==> src/rtl/page_frame_refcount_allocator_macros.svh <==
// Assertion macros shared by the page frame allocator RTL.
`ifndef PAGE_FRAME_REFCOUNT_ALLOCATOR_MACROS_SVH
`define PAGE_FRAME_REFCOUNT_ALLOCATOR_MACROS_SVH

// Same-cycle implication, sampled on clk and disabled while arst_n is low.
`define PFRA_ASSERT_IMP(lbl, ante, cons, msg) \
	lbl: assert property (@(posedge clk) disable iff (!arst_n) (ante) |-> (cons)) \
		else $error(msg);

// Next-cycle implication, sampled on clk and disabled while arst_n is low.
`define PFRA_ASSERT_NXT(lbl, ante, cons, msg) \
	lbl: assert property (@(posedge clk) disable iff (!arst_n) (ante) |=> (cons)) \
		else $error(msg);

`endif

==> src/rtl/pfra_pkg.sv <==
// Types, constants and codes shared by the page frame allocator modules.
`timescale 1ns / 1ps

package pfra_pkg;

	localparam int unsigned NUM_PAGES_DEF = 3840;
	localparam logic [31:0] LOW_MEMORY_BASE = 32'h0010_0000;
	localparam int unsigned PG_SHIFT = 12;
	// Width of a page number taken from a 32-bit address.
	localparam int unsigned PN_W = 32 - PG_SHIFT;
	localparam int unsigned WORD_W = 64;
	localparam int unsigned WORD_LG = 6;

	localparam logic [7:0] CNT_FREE = 8'd0;
	localparam logic [7:0] CNT_ONE = 8'd1;
	localparam logic [7:0] CNT_ABSENT = 8'd100;
	localparam logic [7:0] CNT_MAX = 8'd255;

	localparam logic [31:0] USABLE_START_RST = 32'h0010_0000;
	localparam logic [31:0] USABLE_END_RST = 32'h0100_0000;

	localparam logic CFG_USABLE_START = 1'b0;
	localparam logic CFG_USABLE_END = 1'b1;

	localparam logic [2:0] ST_OK = 3'd0;
	localparam logic [2:0] ST_NOFREE = 3'd1;
	localparam logic [2:0] ST_LOW = 3'd2;
	localparam logic [2:0] ST_HIGH = 3'd3;
	localparam logic [2:0] ST_ZERO = 3'd4;
	localparam logic [2:0] ST_SAT = 3'd5;

	typedef enum logic [1:0] {
		OP_INIT = 2'd0,
		OP_ALLOC = 2'd1,
		OP_FREE = 2'd2,
		OP_SHARE = 2'd3
	} pfra_op_t;

	typedef struct packed {
		logic [1:0] op;
		logic [31:0] page_addr;
	} pfra_in_t;

	typedef struct packed {
		logic [31:0] result_addr;
		logic [2:0] status;
		logic [7:0] ref_count;
	} pfra_out_t;

	typedef struct packed {
		logic load;
		logic sweep;
		logic alloc_upd;
		logic acc_upd;
	} pfra_cmd_t;

	typedef struct packed {
		logic req_init;
		logic req_alloc;
		logic early_done;
		logic sweep_last;
	} pfra_sts_t;

endpackage

==> src/rtl/pfra_ctrl.sv <==
// Controller state machine of the page frame allocator.
`timescale 1ns / 1ps

module pfra_ctrl (
	input  logic                  clk,
	input  logic                  arst_n,
	input  logic                  start,
	output logic                  busy,
	output logic                  done,
	input  pfra_pkg::pfra_sts_t   sts,
	output pfra_pkg::pfra_cmd_t   cmd
);
	import pfra_pkg::*;

	typedef enum logic [5:0] {
		S_IDLE   = 6'b000001,
		S_SWEEP  = 6'b000010,
		S_ALLOC  = 6'b000100,
		S_ACC_RD = 6'b001000,
		S_ACC_WR = 6'b010000,
		S_RESP   = 6'b100000
	} state_t;

	state_t state_q;
	state_t state_d;
	logic item_sweep_q;
	logic item_sweep_d;

	always_comb begin
		state_d = state_q;
		item_sweep_d = item_sweep_q;
		cmd = '0;
		case (state_q)
			S_IDLE: begin
				if (start) begin
					cmd.load = 1'b1;
					if (sts.req_init) begin
						state_d = S_SWEEP;
						item_sweep_d = 1'b1;
					end else if (sts.early_done) begin
						state_d = S_RESP;
					end else if (sts.req_alloc) begin
						state_d = S_ALLOC;
					end else begin
						state_d = S_ACC_RD;
					end
				end
			end
			S_SWEEP: begin
				cmd.sweep = 1'b1;
				if (sts.sweep_last) begin
					// The sweep after reset produces no word.
					state_d = item_sweep_q ? S_RESP : S_IDLE;
					item_sweep_d = 1'b0;
				end
			end
			S_ALLOC: begin
				cmd.alloc_upd = 1'b1;
				state_d = S_RESP;
			end
			S_ACC_RD: begin
				state_d = S_ACC_WR;
			end
			S_ACC_WR: begin
				cmd.acc_upd = 1'b1;
				state_d = S_RESP;
			end
			S_RESP: begin
				state_d = S_IDLE;
			end
			default: begin
				state_d = S_IDLE;
			end
		endcase
	end

	always_ff @(posedge clk or negedge arst_n) begin
		if (!arst_n) begin
			state_q <= S_SWEEP;
			item_sweep_q <= 1'b0;
		end else begin
			state_q <= state_d;
			item_sweep_q <= item_sweep_d;
		end
	end

	assign busy = (state_q != S_IDLE);
	assign done = (state_q == S_RESP);

endmodule

==> config.mk <==
export PLATFORM = sky130hd
export DESIGN_NAME = pfra_ctrl
export DESIGN_NICKNAME = d
export VERILOG_FILES = /design/src/rtl/page_frame_refcount_allocator_macros.svh /design/src/rtl/pfra_pkg.sv /design/src/rtl/pfra_ctrl.sv
export SDC_FILE = /design/constraint.sdc
export NUM_CORES = 1
export LEC_CHECK = 0
export BUFFER_PORTS_ARGS = -buffer_cell sky130_fd_sc_hd__buf_2
export CORE_UTILIZATION = 30
export DETAILED_ROUTE_END_ITERATION = 8
export GPL_TIMING_DRIVEN = 0
export RECOVER_POWER = 50
export SLEW_MARGIN = 20
export SYNTH_ARGS = -nofsm -noshare
export SYNTH_HDL_FRONTEND = slang
export SYNTH_SLANG_ARGS = --single-unit
==> constraint.sdc <==
create_clock -name clk -period 2.4 [get_ports clk]
set_clock_uncertainty 0.2 [all_clocks]
set_input_delay 0.24 -clock clk [delete_from_list [all_inputs] [get_ports clk]]
set_output_delay 0.24 -clock clk [all_outputs]
set_load 0.02 [all_outputs]
---- Word level (Yosys, flattened, before mapping) ----
Index checks and enable logic that the tools add are counted.
operators by class
  equality and inequality tests ........... 10
  multiplexer cells ....................... 16
  reductions and logical operators ........ 4
operators by type and width
  operator            count
  $mux 6              5
  $pmux 6 s4          1
  $mux 1              8
  $eq 6x1->1 const B  1
  $eq 6x2->1 const B  1
  $eq 6x3->1 const B  1
  $eq 6x4->1 const B  1
  $eq 6x5->1 const B  1
  $eq 6x6->1 const B  1
  $ne 2x2->1 const B  3
  $ne 6x1->1 const B  1
  $mux 4              1
  $reduce_and 4->1    1
  $pmux 1 s2          1
  $reduce_and 2->1    1
  $reduce_bool 2->1   1
  $reduce_or 2->1     1
word-level totals
  bits in registers ....................... 7
  input bits .............................. 7
  output and inout bits ................... 6

---- Longest topological paths before layout ----
Gate-level depths: netlist (run 1).
  depth in word-level cells ............... 5
  gate-level depth with buffers ........... 5
  mapped depth without buffers ............ 5

---- Worst setup path after synthesis (run 1) ----
OpenSTA, ideal clock, no wires.
  path kind ............................... register to register
  from .................................... register state_q[4]
  to ...................................... register state_q[2]
  library setup time ...................... 0.068 ns
  arrival time ............................ 1.675 ns
  slack ................................... 0.457 ns
  cell stages (with the launch flop) ...... 5
  buffers on the path ..................... 0
  period minus slack after synthesis ...... 1.943 ns
  path through ............................ dfrtp_1 -> or4_4 -> nor3_4 -> a221oi_2 -> and4bb_1
on the way
  word-level cells in the longest chain between the ends .. 3
  elaborated cells between the ends (all ways) .. 10
ends and longest elaborated chain
  what                                                            RTL line         source
  from (decl)                                                     pfra_ctrl.sv:24  state_t state_q;
  from (signal assigned)                                          pfra_ctrl.sv:82  state_q <= state_d;
  $eq 6x3->1 (tied with other cells)                              pfra_ctrl.sv:33  case (state_q)
  $reduce_or 2->1 (no source line) or $ne 2x2->1 (tied branches)  -
  $pmux 6 s4 or $reduce_and 2->1 (tied branches)                  -
Several ways; a longest one is shown, not always the timed one.
A chain may end at the register's enable or synchronous reset.

==> out/qor.txt, run 1 <==
ROUTE
--------------------------------------------------------------------------------
Final WL                                                                  804 um
Number of vias per cell                                                     5.25
Number of DRC violations after detailed routing                                0
First-iteration detailed-routing DRC count                                    19
Wire length per cell after detailed routing                              11.2 um
Number of nets with antenna violations after routing                           0
DR vias                                                                      378
Total iterations of the first detailed-routing run                             4

SYNTHESIS
--------------------------------------------------------------------------------
Number of nets produced by synthesis                                          45
Post-synth cell types                                                         22
Average footprint of a synthesized cell                                 10.9 um2
Synthesis warning total                                                        0
Cell area after synthesis                                                414 um2
Sequential cell area fraction in the yosys report                          42.6%
Synth Register Bits                                                            7
Number of standard cells after synthesis                                      38

CELLS AND AREA
--------------------------------------------------------------------------------
Synth-to-layout area growth                                                32.3%
Final cell utilization of the core                                         42.6%
Final Net Count                                                               65
Share of post-route cells with drive strength above 1                      40.4%
Total inserted antenna cells                                                   0

FLOORPLAN
--------------------------------------------------------------------------------
Core area                                                               1280 um2
Die Wd                                                                   39.2 um
Initial Util                                                               32.2%
Area of the die                                                         1530 um2
# rows                                                                        13
Number of placed I/O pins                                                     13
Height of the die                                                        39.2 um

STA
--------------------------------------------------------------------------------
Worst slew margin relative to its limit                                    70.3%
Worst slew pin tran                                                     0.443 ns
Unrepaired setup endpoints after global routing                               no
Worst-case hold slack                                                  0.0203 ns
Worst setup slack after layout                                          0.240 ns
Peak clock frequency supported by timing                               0.463 GHz
Final max-slew violation count                                                 0
Final Cycle Share                                                          90.0%
Post-layout min period                                                   2.16 ns
Setup violations, final                                                        0
Sum of negative setup slack                                                 0 ns
Final hold viol count                                                          0

CLOCK NETWORK
--------------------------------------------------------------------------------
H-tree depth reported by CTS                                                   1
CTS tree                                                                    done
Number of buffers created by CTS                                               3
Worst-skew pair later-pin latency                                        0.24 ns
Setup repair bufs after CTS                                                    0
Clock-pin slew on the worst setup and hold paths                         0.05 ns
Clk root buf                                                            clkbuf_4
Buffer levels on the longest clock path                                        2
Sinks on the clock net                                                         7

GRT
--------------------------------------------------------------------------------
GRT overflow                                                                   0
Number of antenna violations at the first check in global routing              0
Total track usage                                                          12.0%
Number of global-route vias before repair                                    277
Pin count of the biggest net entering global routing                           8
Global-route wire length before repair                                   1190 um

SETUP PATH
--------------------------------------------------------------------------------
Type of the worst setup path                                        flip-flop to output pin
Kind of end point of the critical path                                output pin
Critical Path Fanout Max                                                       7
Arrival time reported for the critical path endpoint                     1.72 ns
R2R setup slack                                                          0.47 ns
Critical Path Source Type                                              flip-flop
Required time of the worst setup path                                    1.96 ns

PLACED DESIGN
--------------------------------------------------------------------------------
Pre-CTS setup slack                                                     0.495 ns
Final Wtd Congestion                                                       0.708
DPL Wire Length                                                           602 um
Number of I/O port buffers                                                    12

POWER AND IR DROP
--------------------------------------------------------------------------------
Static leakage                                                          0.254 nW
Peak VDD IR                                                           0.000309 V
Power, Total                                                            0.478 mW
Cell Pwr Density                                                      872 nW/um2

WORST HOLD PATH
--------------------------------------------------------------------------------
Kind of path behind the tightest hold check                         input pin to flip-flop

OUTCOME
--------------------------------------------------------------------------------
Result of the run                                                      completed

RUN
--------------------------------------------------------------------------------
Total of max-cap violations                                                    0

## worst max-delay path: stages (launching register included)
cell	delay, ns
dfrtp_1	0.44
or4_4	0.59
nor3_4	0.24
buf_2	0.21
## layout make-up
class | count | area, um2
tap | 15 | 18.8
timing repair buffer | 15 | 88.8
multi-input combinational | 30 | 234
fill | 127 | 737
clock buffer | 4 | 26.3
sequential | 7 | 176
inverter | 1 | 3.75
## routing by layer
| metal | up-vias | GRT usage [%] | share of wire, % |
|---|---|---|---|
| met3 | 0 | 1.73 | 5.1 |
| met2 | 11 | 13.8 | 43 |
| met1 | 177 | 18.3 | 51 |
| li1 | 190 | - | - |
| met4 | 0 | 10.3 | 0 |
| met5 | - | 0 | 0 |
## report_power, final
group | total (mW) | switching, mW | internal (mW) | leakage [nW]
clock | 0.104 | 0.0408 | 0.0633 | 0.0150
sequential | 0.179 | 0.0356 | 0.143 | 0.0861
combinational | 0.195 | 0.108 | 0.0878 | 0.152
## cell usage after synthesis
library cell / instances / area, um2
or3b_2: 1 / 8.76
nor3_4: 1 / 16.3
o21ai_0: 2 / 10.0
and3_2: 1 / 7.51
a222oi_1: 1 / 10.0
dfstp_2: 1 / 26.3
nor2_1: 6 / 22.5
inv_1: 1 / 3.75
a221oi_2: 1 / 15.0
dfrtp_1: 6 / 150
o22a_2: 1 / 10.0
and4b_1: 1 / 10.0
or4_4: 1 / 11.3
and4bb_1: 1 / 12.5
xnor2_1: 1 / 8.76
nand3b_1: 2 / 15.0
and4b_2: 1 / 11.3
nor4b_2: 2 / 30.0
nand2_1: 2 / 7.51
nor4_1: 2 / 12.5
a21oi_1: 2 / 10.0
nor3_1: 1 / 5.00
## flip-flops by register name (all words and copies together), names as in the netlist
signal        count
state_q           6
item_sweep_q      1
## final timing paths
kind,from,to,cells past startpoint
worst max register to register,state_q[4]$_DFFE_PN0P_,state_q[2]$_DFFE_PN0P_,5
max in group asynchronous,arst_n,state_q[1]$_DFFE_PN1P_,2
worst min register to register,state_q[5]$_DFFE_PN0P_,state_q[4]$_DFFE_PN0P_,1
worst min-delay path,sts[0],state_q[1]$_DFFE_PN1P_,2
worst max-delay path,state_q[4]$_DFFE_PN0P_,cmd[3],3
min in group asynchronous,arst_n,state_q[5]$_DFFE_PN0P_,2
## cell usage in the layout (no fill, tap or decap), types with 2 or more instances in the layout
cell type / count
a21oi_1: 2
buf_2: 11
clkbuf_1: 2
clkbuf_4: 3
dfrtp_1: 6
dlygate4sd3_1: 3
nand2_1: 2
nand3b_1: 2
nor2_1: 6
nor4_1: 2
nor4b_2: 2
o21ai_0: 2
## per-stage QoR
step           area [um2]  cells
2_1_floorplan         414     38
3_3_place_gp          493     65
3_5_place_dp          493     65
4_1_cts               549     72
5_1_grt               548     72
6_report              548     72
## cell families after synthesis
group	Yosys count	share of synthesized area, %
simple gates	22	41.1
compound gates	7	13.3
flops	7	42.6
xor+xnor	1	2.12
buf+inv	1	0.905
## timing repair
item	CTS	global route
endpoints found under the hold margin	8	0
resized for setup	0	0
setup endpoints to repair	0	0
hold buffers	3	0
(Power assumes the default switching activity.)
==> run 2: changes to the inputs <==
- BUFFER_PORTS_ARGS: -buffer_cell sky130_fd_sc_hd__buf_2 -> -buffer_cell sky130_fd_sc_hd__clkbuf_2
==> out/qor.txt, run 2 (synthesis gave the netlist of run 1 again) <==
STA
--------------------------------------------------------------------------------
Worst slew margin relative to its limit                                    70.6%   +0.37 points
Final hold viol count                                                          0   unchanged
Setup violations, final                                                        0   unchanged
Sum of negative setup slack                                                 0 ns   unchanged
Unrepaired setup endpoints after global routing                               no
Final max-slew violation count                                                 0   unchanged
Post-layout min period                                                   2.18 ns   +0.0180 ns
Peak clock frequency supported by timing                               0.459 GHz   -0.83%
Final Cycle Share                                                          90.8%   +0.75 points
Worst slew pin tran                                                     0.437 ns   -0.00551 ns

CELLS AND AREA
--------------------------------------------------------------------------------
Share of post-route cells with drive strength above 1                      39.7%   -0.70 points
Number of flip-flops in the largest register                                   6   unchanged
Synth-to-layout area growth                                                34.7%
Final Net Count                                                               66   +1.5%
Total inserted antenna cells                                                   0   unchanged
Top library cells by usage in the layout, fill and taps aside       11 x clkbuf_2, 6 x nor2_1, 6 x dfrtp_1
Register with the most flip-flops                                        state_q
Registers with the most flip-flops                                  state_q: 6 flops, item_sweep_q: 1 flops
Most common cell after layout, fill and taps aside                      clkbuf_2

CLOCK NETWORK
--------------------------------------------------------------------------------
CTS tree                                                                    done
Setup repair bufs after CTS                                                    0   unchanged
Buffer levels on the longest clock path                                        2   unchanged
Clk root buf                                                            clkbuf_4
H-tree depth reported by CTS                                                   1   unchanged
Sinks on the clock net                                                         7   unchanged
Number of buffers created by CTS                                               3   unchanged
Clock-pin slew on the worst setup and hold paths                         0.06 ns   about the same
Worst-skew pair later-pin latency                                        0.26 ns   +0.02 ns

SETUP PATH
--------------------------------------------------------------------------------
Critical register-to-register path endpoint                         state_q[2]$_DFFE_PN0P_
FF-to-FF Start                                                      state_q[4]$_DFFE_PN0P_
Arrival time reported for the critical path endpoint                     1.74 ns   +0.02 ns
Worst Setup SP                                                      state_q[4]$_DFFE_PN0P_
Kind of end point of the critical path                                output pin
Critical Path Fanout Max                                                       7   unchanged
Type of the worst setup path                                        flip-flop to output pin
Critical Path Source Type                                              flip-flop
Setup crit end                                                            cmd[3]
Logic depth of the worst register-to-register path                             4   -1
R2R setup slack                                                          0.46 ns   about the same
Required time of the worst setup path                                    1.96 ns   about the same

FLOORPLAN
--------------------------------------------------------------------------------
Initial Util                                                               32.2%   unchanged
Die Wd                                                                   39.2 um   unchanged
Area of the die                                                         1530 um2   unchanged
# rows                                                                        13   unchanged
Core area                                                               1280 um2   unchanged
Number of placed I/O pins                                                     13   unchanged
Height of the die                                                        39.2 um   unchanged

GRT
--------------------------------------------------------------------------------
Global-route wire length before repair                                   1300 um   +9.4%
Number of antenna violations at the first check in global routing              0   unchanged
Total track usage                                                          13.5%   +1.5 points
Pin count of the biggest net entering global routing                           8   unchanged
Number of global-route vias before repair                                    320   +16%
GRT overflow                                                                   0   unchanged

POWER AND IR DROP
--------------------------------------------------------------------------------
Cell Pwr Density                                                      875 nW/um2   +0.24%
Power, Total                                                            0.488 mW   +2.1%
Static leakage                                                          0.255 nW   +0.56%
Peak VDD IR                                                           0.000310 V   +0.17%

ROUTE
--------------------------------------------------------------------------------
Number of DRC violations after detailed routing                                0   unchanged
DR vias                                                                      376   -0.53%
First-iteration detailed-routing DRC count                                    13   -6
Total iterations of the first detailed-routing run                             4   unchanged
Number of vias per cell                                                     5.15   -1.9%
Final WL                                                                  903 um   +12%
Number of nets with antenna violations after routing                           0   unchanged
Wire length per cell after detailed routing                              12.4 um   +11%

OUTCOME
--------------------------------------------------------------------------------
Result of the run                                                      completed

WORST HOLD PATH
--------------------------------------------------------------------------------
Kind of path behind the tightest hold check                         input pin to flip-flop

PLACED DESIGN
--------------------------------------------------------------------------------
Number of I/O port buffers                                                    12   unchanged
DPL Wire Length                                                           610 um   +1.3%
Final Wtd Congestion                                                       0.697   -1.5%

RUN
--------------------------------------------------------------------------------
Total of max-cap violations                                                    0   unchanged

==> run 2: cell types whose count changed in the layout (fill, tap and decap cells not counted) <==
cell           before  now
buf_2              11    0
clkbuf_2            0   11
dlygate4sd3_1       3    4
==> run 2: repair_timing <==
item,4_1_cts,5_1_grt
hold endpoints to repair,9,0
hold buffers,4,0
resized for setup,0,0
==> run 2: metrics by stage <==
step / instance area (um2) / hold WS [ns] / instances / setup WS (ns) / util [%]
after CTS: 559 / 0.0162 / 73 / 0.216 / 43.5
after global routing: 558 / 0.0460 / 73 / 0.163 / 43.4
after global placement: 493 / -0.114 / 65 / 0.485 / 38.4
final: 558 / 0.0333 / 73 / 0.222 / 43.4
after detailed placement: 493 / -0.111 / 65 / 0.475 / 38.4
after floorplan: 414 / -0.256 / 38 / 0.457 / -
==> run 2: cell type report <==
type,count,area [um2]
Fill cell,132,727
Multi-Input combinational cell,30,234
Sequential cell,7,176
Timing Repair Buffer,16,98.8
Clock buffer,4,26.3
Tap cell,15,18.8
Inverter,1,3.75
==> run 2: worst min path at each step <==
stage | from | cells after the start | slack (ns) | end
finish | sts[3] | 3 | 0.03 | state_q[1]$_DFFE_PN1P_
global route | sts[3] | 3 | 0.05 | state_q[1]$_DFFE_PN1P_
CTS | sts[3] | 3 | 0.02 | state_q[1]$_DFFE_PN1P_
detailed placement | arst_n | 1 | -0.11 | state_q[4]$_DFFE_PN0P_
global placement | arst_n | 1 | -0.11 | item_sweep_q$_DFFE_PN0P_
floorplan | arst_n | 0 | -0.26 | item_sweep_q$_DFFE_PN0P_
==> run 2: worst max-delay path, cell delays in order (launching register included) <==
cell and delay, ns:
dfrtp_1 0.44, or4_4 0.59, nor3_4 0.26, clkbuf_2 0.21
==> run 2: power breakdown <==
part | leakage [nW] | internal (mW) | switching, mW | total (mW)
Clock | 0.0150 | 0.0636 | 0.0464 | 0.110
Combinational | 0.154 | 0.0883 | 0.109 | 0.197
Sequential | 0.0861 | 0.143 | 0.0376 | 0.181
==> run 2: routing by layer <==
layer | vias to the layer above | part of all wire (%) | GRT usage (%)
li1 | 189 | - | -
met1 | 178 | 50 | 17.8
met2 | 9 | 47 | 18.3
met3 | 0 | 2.4 | 1.73
met4 | 0 | 0 | 12.9
met5 | - | 0 | 0
==> run 3: changes to the inputs <==
- ABC_AREA: unset -> 1
- CAP_MARGIN: unset -> 20
==> out/qor.txt, run 3 <==
SETUP PATH
--------------------------------------------------------------------------------
Crit-path cells                                                     nor2_1 -> nand3_1 -> nor2_1 -> clkbuf_2
Slowest cell delay on critical path                                      0.40 ns   -0.19 ns
Required time of the worst setup path                                    1.96 ns   about the same
Critical path's slowest cell                                             dfrtp_1
Most common cell on crit path                                             nor2_1
Kind of end point of the critical path                                output pin
Critical Path Fanout Max                                                       6   -1
Critical Path Source Type                                              flip-flop
Arrival time reported for the critical path endpoint                     1.57 ns   -0.17 ns
Type of the worst setup path                                        flip-flop to output pin

ROUTE
--------------------------------------------------------------------------------
DR vias                                                                      415   +10%
Length of routed met2 wiring                                              378 um   -11%
Number of DRC violations after detailed routing                                0   unchanged
DR top layer                                                                met3
Total iterations of the first detailed-routing run                             4   unchanged
Post-Route M1 WL                                                          456 um   +0.66%
First-iteration detailed-routing DRC count                                     9   -4
Met3 routed wirelength                                                     19 um   -14%
Number of nets with antenna violations after routing                           0   unchanged
Number of vias per cell                                                     4.41   -14%
Final WL                                                                  854 um   -5.4%
Wire length per cell after detailed routing                              9.09 um   -27%

GRT
--------------------------------------------------------------------------------
Number of global-route vias before repair                                    282   -12%
GRT overflow                                                                   0   unchanged
Number of antenna violations at the first check in global routing              0   unchanged
Pin count of the biggest net entering global routing                           8   unchanged
Total track usage                                                          13.2%   -0.31 points
Global-route wire length before repair                                   1280 um   -1.1%

STA
--------------------------------------------------------------------------------
Worst slew pin tran                                                     0.419 ns   -0.0182 ns
Peak clock frequency supported by timing                               0.497 GHz   +8.2%
Setup violations, final                                                        0   unchanged
Final hold viol count                                                          0   unchanged
Worst-case hold slack                                                  0.0192 ns   -0.0141 ns
Sum of negative setup slack                                                 0 ns   unchanged
Unrepaired setup endpoints after global routing                               no
Worst slew margin relative to its limit                                    72.1%   +1.4 points
Final max-slew violation count                                                 0   unchanged
Post-layout min period                                                   2.01 ns   -0.165 ns
Final Cycle Share                                                          83.9%   -6.9 points

CLOCK NETWORK
--------------------------------------------------------------------------------
Clock-pin slew on the worst setup and hold paths                         0.06 ns   about the same
H-tree depth reported by CTS                                                   1   unchanged
CTS tree                                                                    done
Clk root buf                                                            clkbuf_4
Sinks on the clock net                                                         7   unchanged
Number of buffers created by CTS                                               3   unchanged
Buffer levels on the longest clock path                                        2   unchanged
Worst-skew pair later-pin latency                                        0.25 ns   about the same

FLOORPLAN
--------------------------------------------------------------------------------
Area of the die                                                         1570 um2   +2.6%
Height of the die                                                        39.7 um   +1.3%
# rows                                                                        13   unchanged
Die Wd                                                                   39.7 um   +1.3%
Initial Util                                                               32.3%   +0.059 points
Number of placed I/O pins                                                     13   unchanged
Core area                                                               1320 um2   +2.5%

CELLS AND AREA
--------------------------------------------------------------------------------
Most common cell after layout, fill and taps aside                        nor2_1
Synth-to-layout area growth                                                24.4%
Registers with the most flip-flops                                  state_q: 6 flops, item_sweep_q: 1 flops
Total inserted antenna cells                                                   0   unchanged
Fillcell total                                                               151   +14%
Number of flip-flops in the largest register                                   6   unchanged
Register with the most flip-flops                                        state_q
Share of post-route cells with drive strength above 1                      22.8%   -17 points
Top library cells by usage in the layout, fill and taps aside       15 x nor2_1, 13 x inv_1, 11 x clkbuf_2
Final Net Count                                                               87   +32%

SYNTHESIS
--------------------------------------------------------------------------------
Number of standard cells after synthesis                                      62   +63%
Sequential cell area fraction in the yosys report                          41.5%   -1.1 points
Fraction of registers with async set or reset after synthesis               100%   unchanged
Cell area after synthesis                                                425 um2   +2.7%
Largest area contributor in the synthesized netlist                      dfrtp_1
Post-synth top area share                                                  35.3%   -0.96 points
Post-synth cell types                                                         16   -27%
Count of flip-flops with a built-in enable after synthesis                     0   unchanged
Synth Register Bits                                                            7   unchanged
Synthesis warning total                                                        0   unchanged
Average footprint of a synthesized cell                                 6.86 um2   -37%
Leading cell types by count after synthesis                         13 x inv_1, 13 x nor2_1, 8 x nand2_1, 7 x nand3_1, 6 x dfrtp_1
Number of nets produced by synthesis                                          69   +53%
Top cells by area, synth                                            dfrtp_1 35%, inv_1 11%, nor2_1 11%
Top_reg_cell synth                                                       dfrtp_1

POWER AND IR DROP
--------------------------------------------------------------------------------
Cell Pwr Density                                                     1050 nW/um2   +20%
Power, Total                                                            0.553 mW   +13%
Peak VDD IR                                                           0.000427 V   +38%
Static leakage                                                          0.330 nW   +29%

PLACED DESIGN
--------------------------------------------------------------------------------
DPL Wire Length                                                           690 um   +13%
Final Wtd Congestion                                                       0.655   -6.0%
Number of I/O port buffers                                                    12   unchanged

OUTCOME
--------------------------------------------------------------------------------
Result of the run                                                      completed

WORST HOLD PATH
--------------------------------------------------------------------------------
Kind of path behind the tightest hold check                         input pin to flip-flop

RUN
--------------------------------------------------------------------------------
Total of max-cap violations                                                    0   unchanged

==> run 3: final cells by class <==
type / count / area, um2 / share of cell area [%]
multi-input cells: 41 / 186 / 35.2
flip-flops and latches: 7 / 176 / 33.3
repair buffers: 13 / 68.8 / 13.0
inverters: 14 / 52.6 / 9.93
clock buffers: 4 / 26.3 / 4.96
well taps: 15 / 18.8 / 3.55
==> run 3: routing by layer <==
metal  vias to the layer above  track usage (%)
met5                         -                0
met4                         0             10.3
met3                         0             1.70
met2                        10             16.0
met1                       179             19.9
li1                        226                -
==> run 3: cell families (layout without fill, tap and decap cells) <==
kind of cell | count (synthesis) | after routing | synth area share (%)
AOI/OAI and AO/OA | 5 | 5 | 6.47
buffers and inverters | 14 | 31 | 12.4
DFF | 7 | 7 | 41.5
and+or+nand+nor | 36 | 36 | 39.7
==> run 3: path summary, 6_finish.rpt <==
kind                                             to                startpoint  slack [ns]  depth (start not counted)
setup / recovery                             cmd[3]    state_q[5]$_DFFE_PN0P_        0.39                          4
hold / removal               state_q[2]$_DFFE_PN0P_                    sts[2]        0.02                          3
setup reg to reg             state_q[5]$_DFFE_PN0P_    state_q[5]$_DFFE_PN0P_        0.73                          5
hold reg to reg            item_sweep_q$_DFFE_PN0P_  item_sweep_q$_DFFE_PN0P_        0.32                          2
max in group asynchronous    state_q[1]$_DFFE_PN1P_                    arst_n        1.44                          2
min in group asynchronous  item_sweep_q$_DFFE_PN0P_                    arst_n        0.22                          2
==> run 3: worst max-delay path, delay by kind of cell, from the launching register on <==
family / cells / cell delay (ns)
buffers and inverters: 1 / 0.19
and+or+nand+nor: 3 / 0.73
DFF: 1 / 0.40
==> run 3: repair_timing <==
action,in CTS,in global routing
gates resized for setup,0,0
setup buffers,0,0
endpoints found under the hold margin,7,0
hold buffers,1,0
==> run 3: power by group <==
| group | internal (mW) | switching [mW] |
|---|---|---|
| Clock | 0.0635 | 0.0437 |
| Combinational | 0.0846 | 0.185 |
| Sequential | 0.153 | 0.0236 |
| Total | 0.301 | 0.253 |
==> run 3: through the flow <==
stage	utilization (%)	worst slack, ns	area (um2)	instances
floorplan	-	0.751	425	62
finish	40.2	0.387	529	94
global route	40.2	0.234	529	94
CTS	41.0	0.515	541	94
detailed placement	38.3	0.792	504	89
global placement	38.3	0.805	504	89
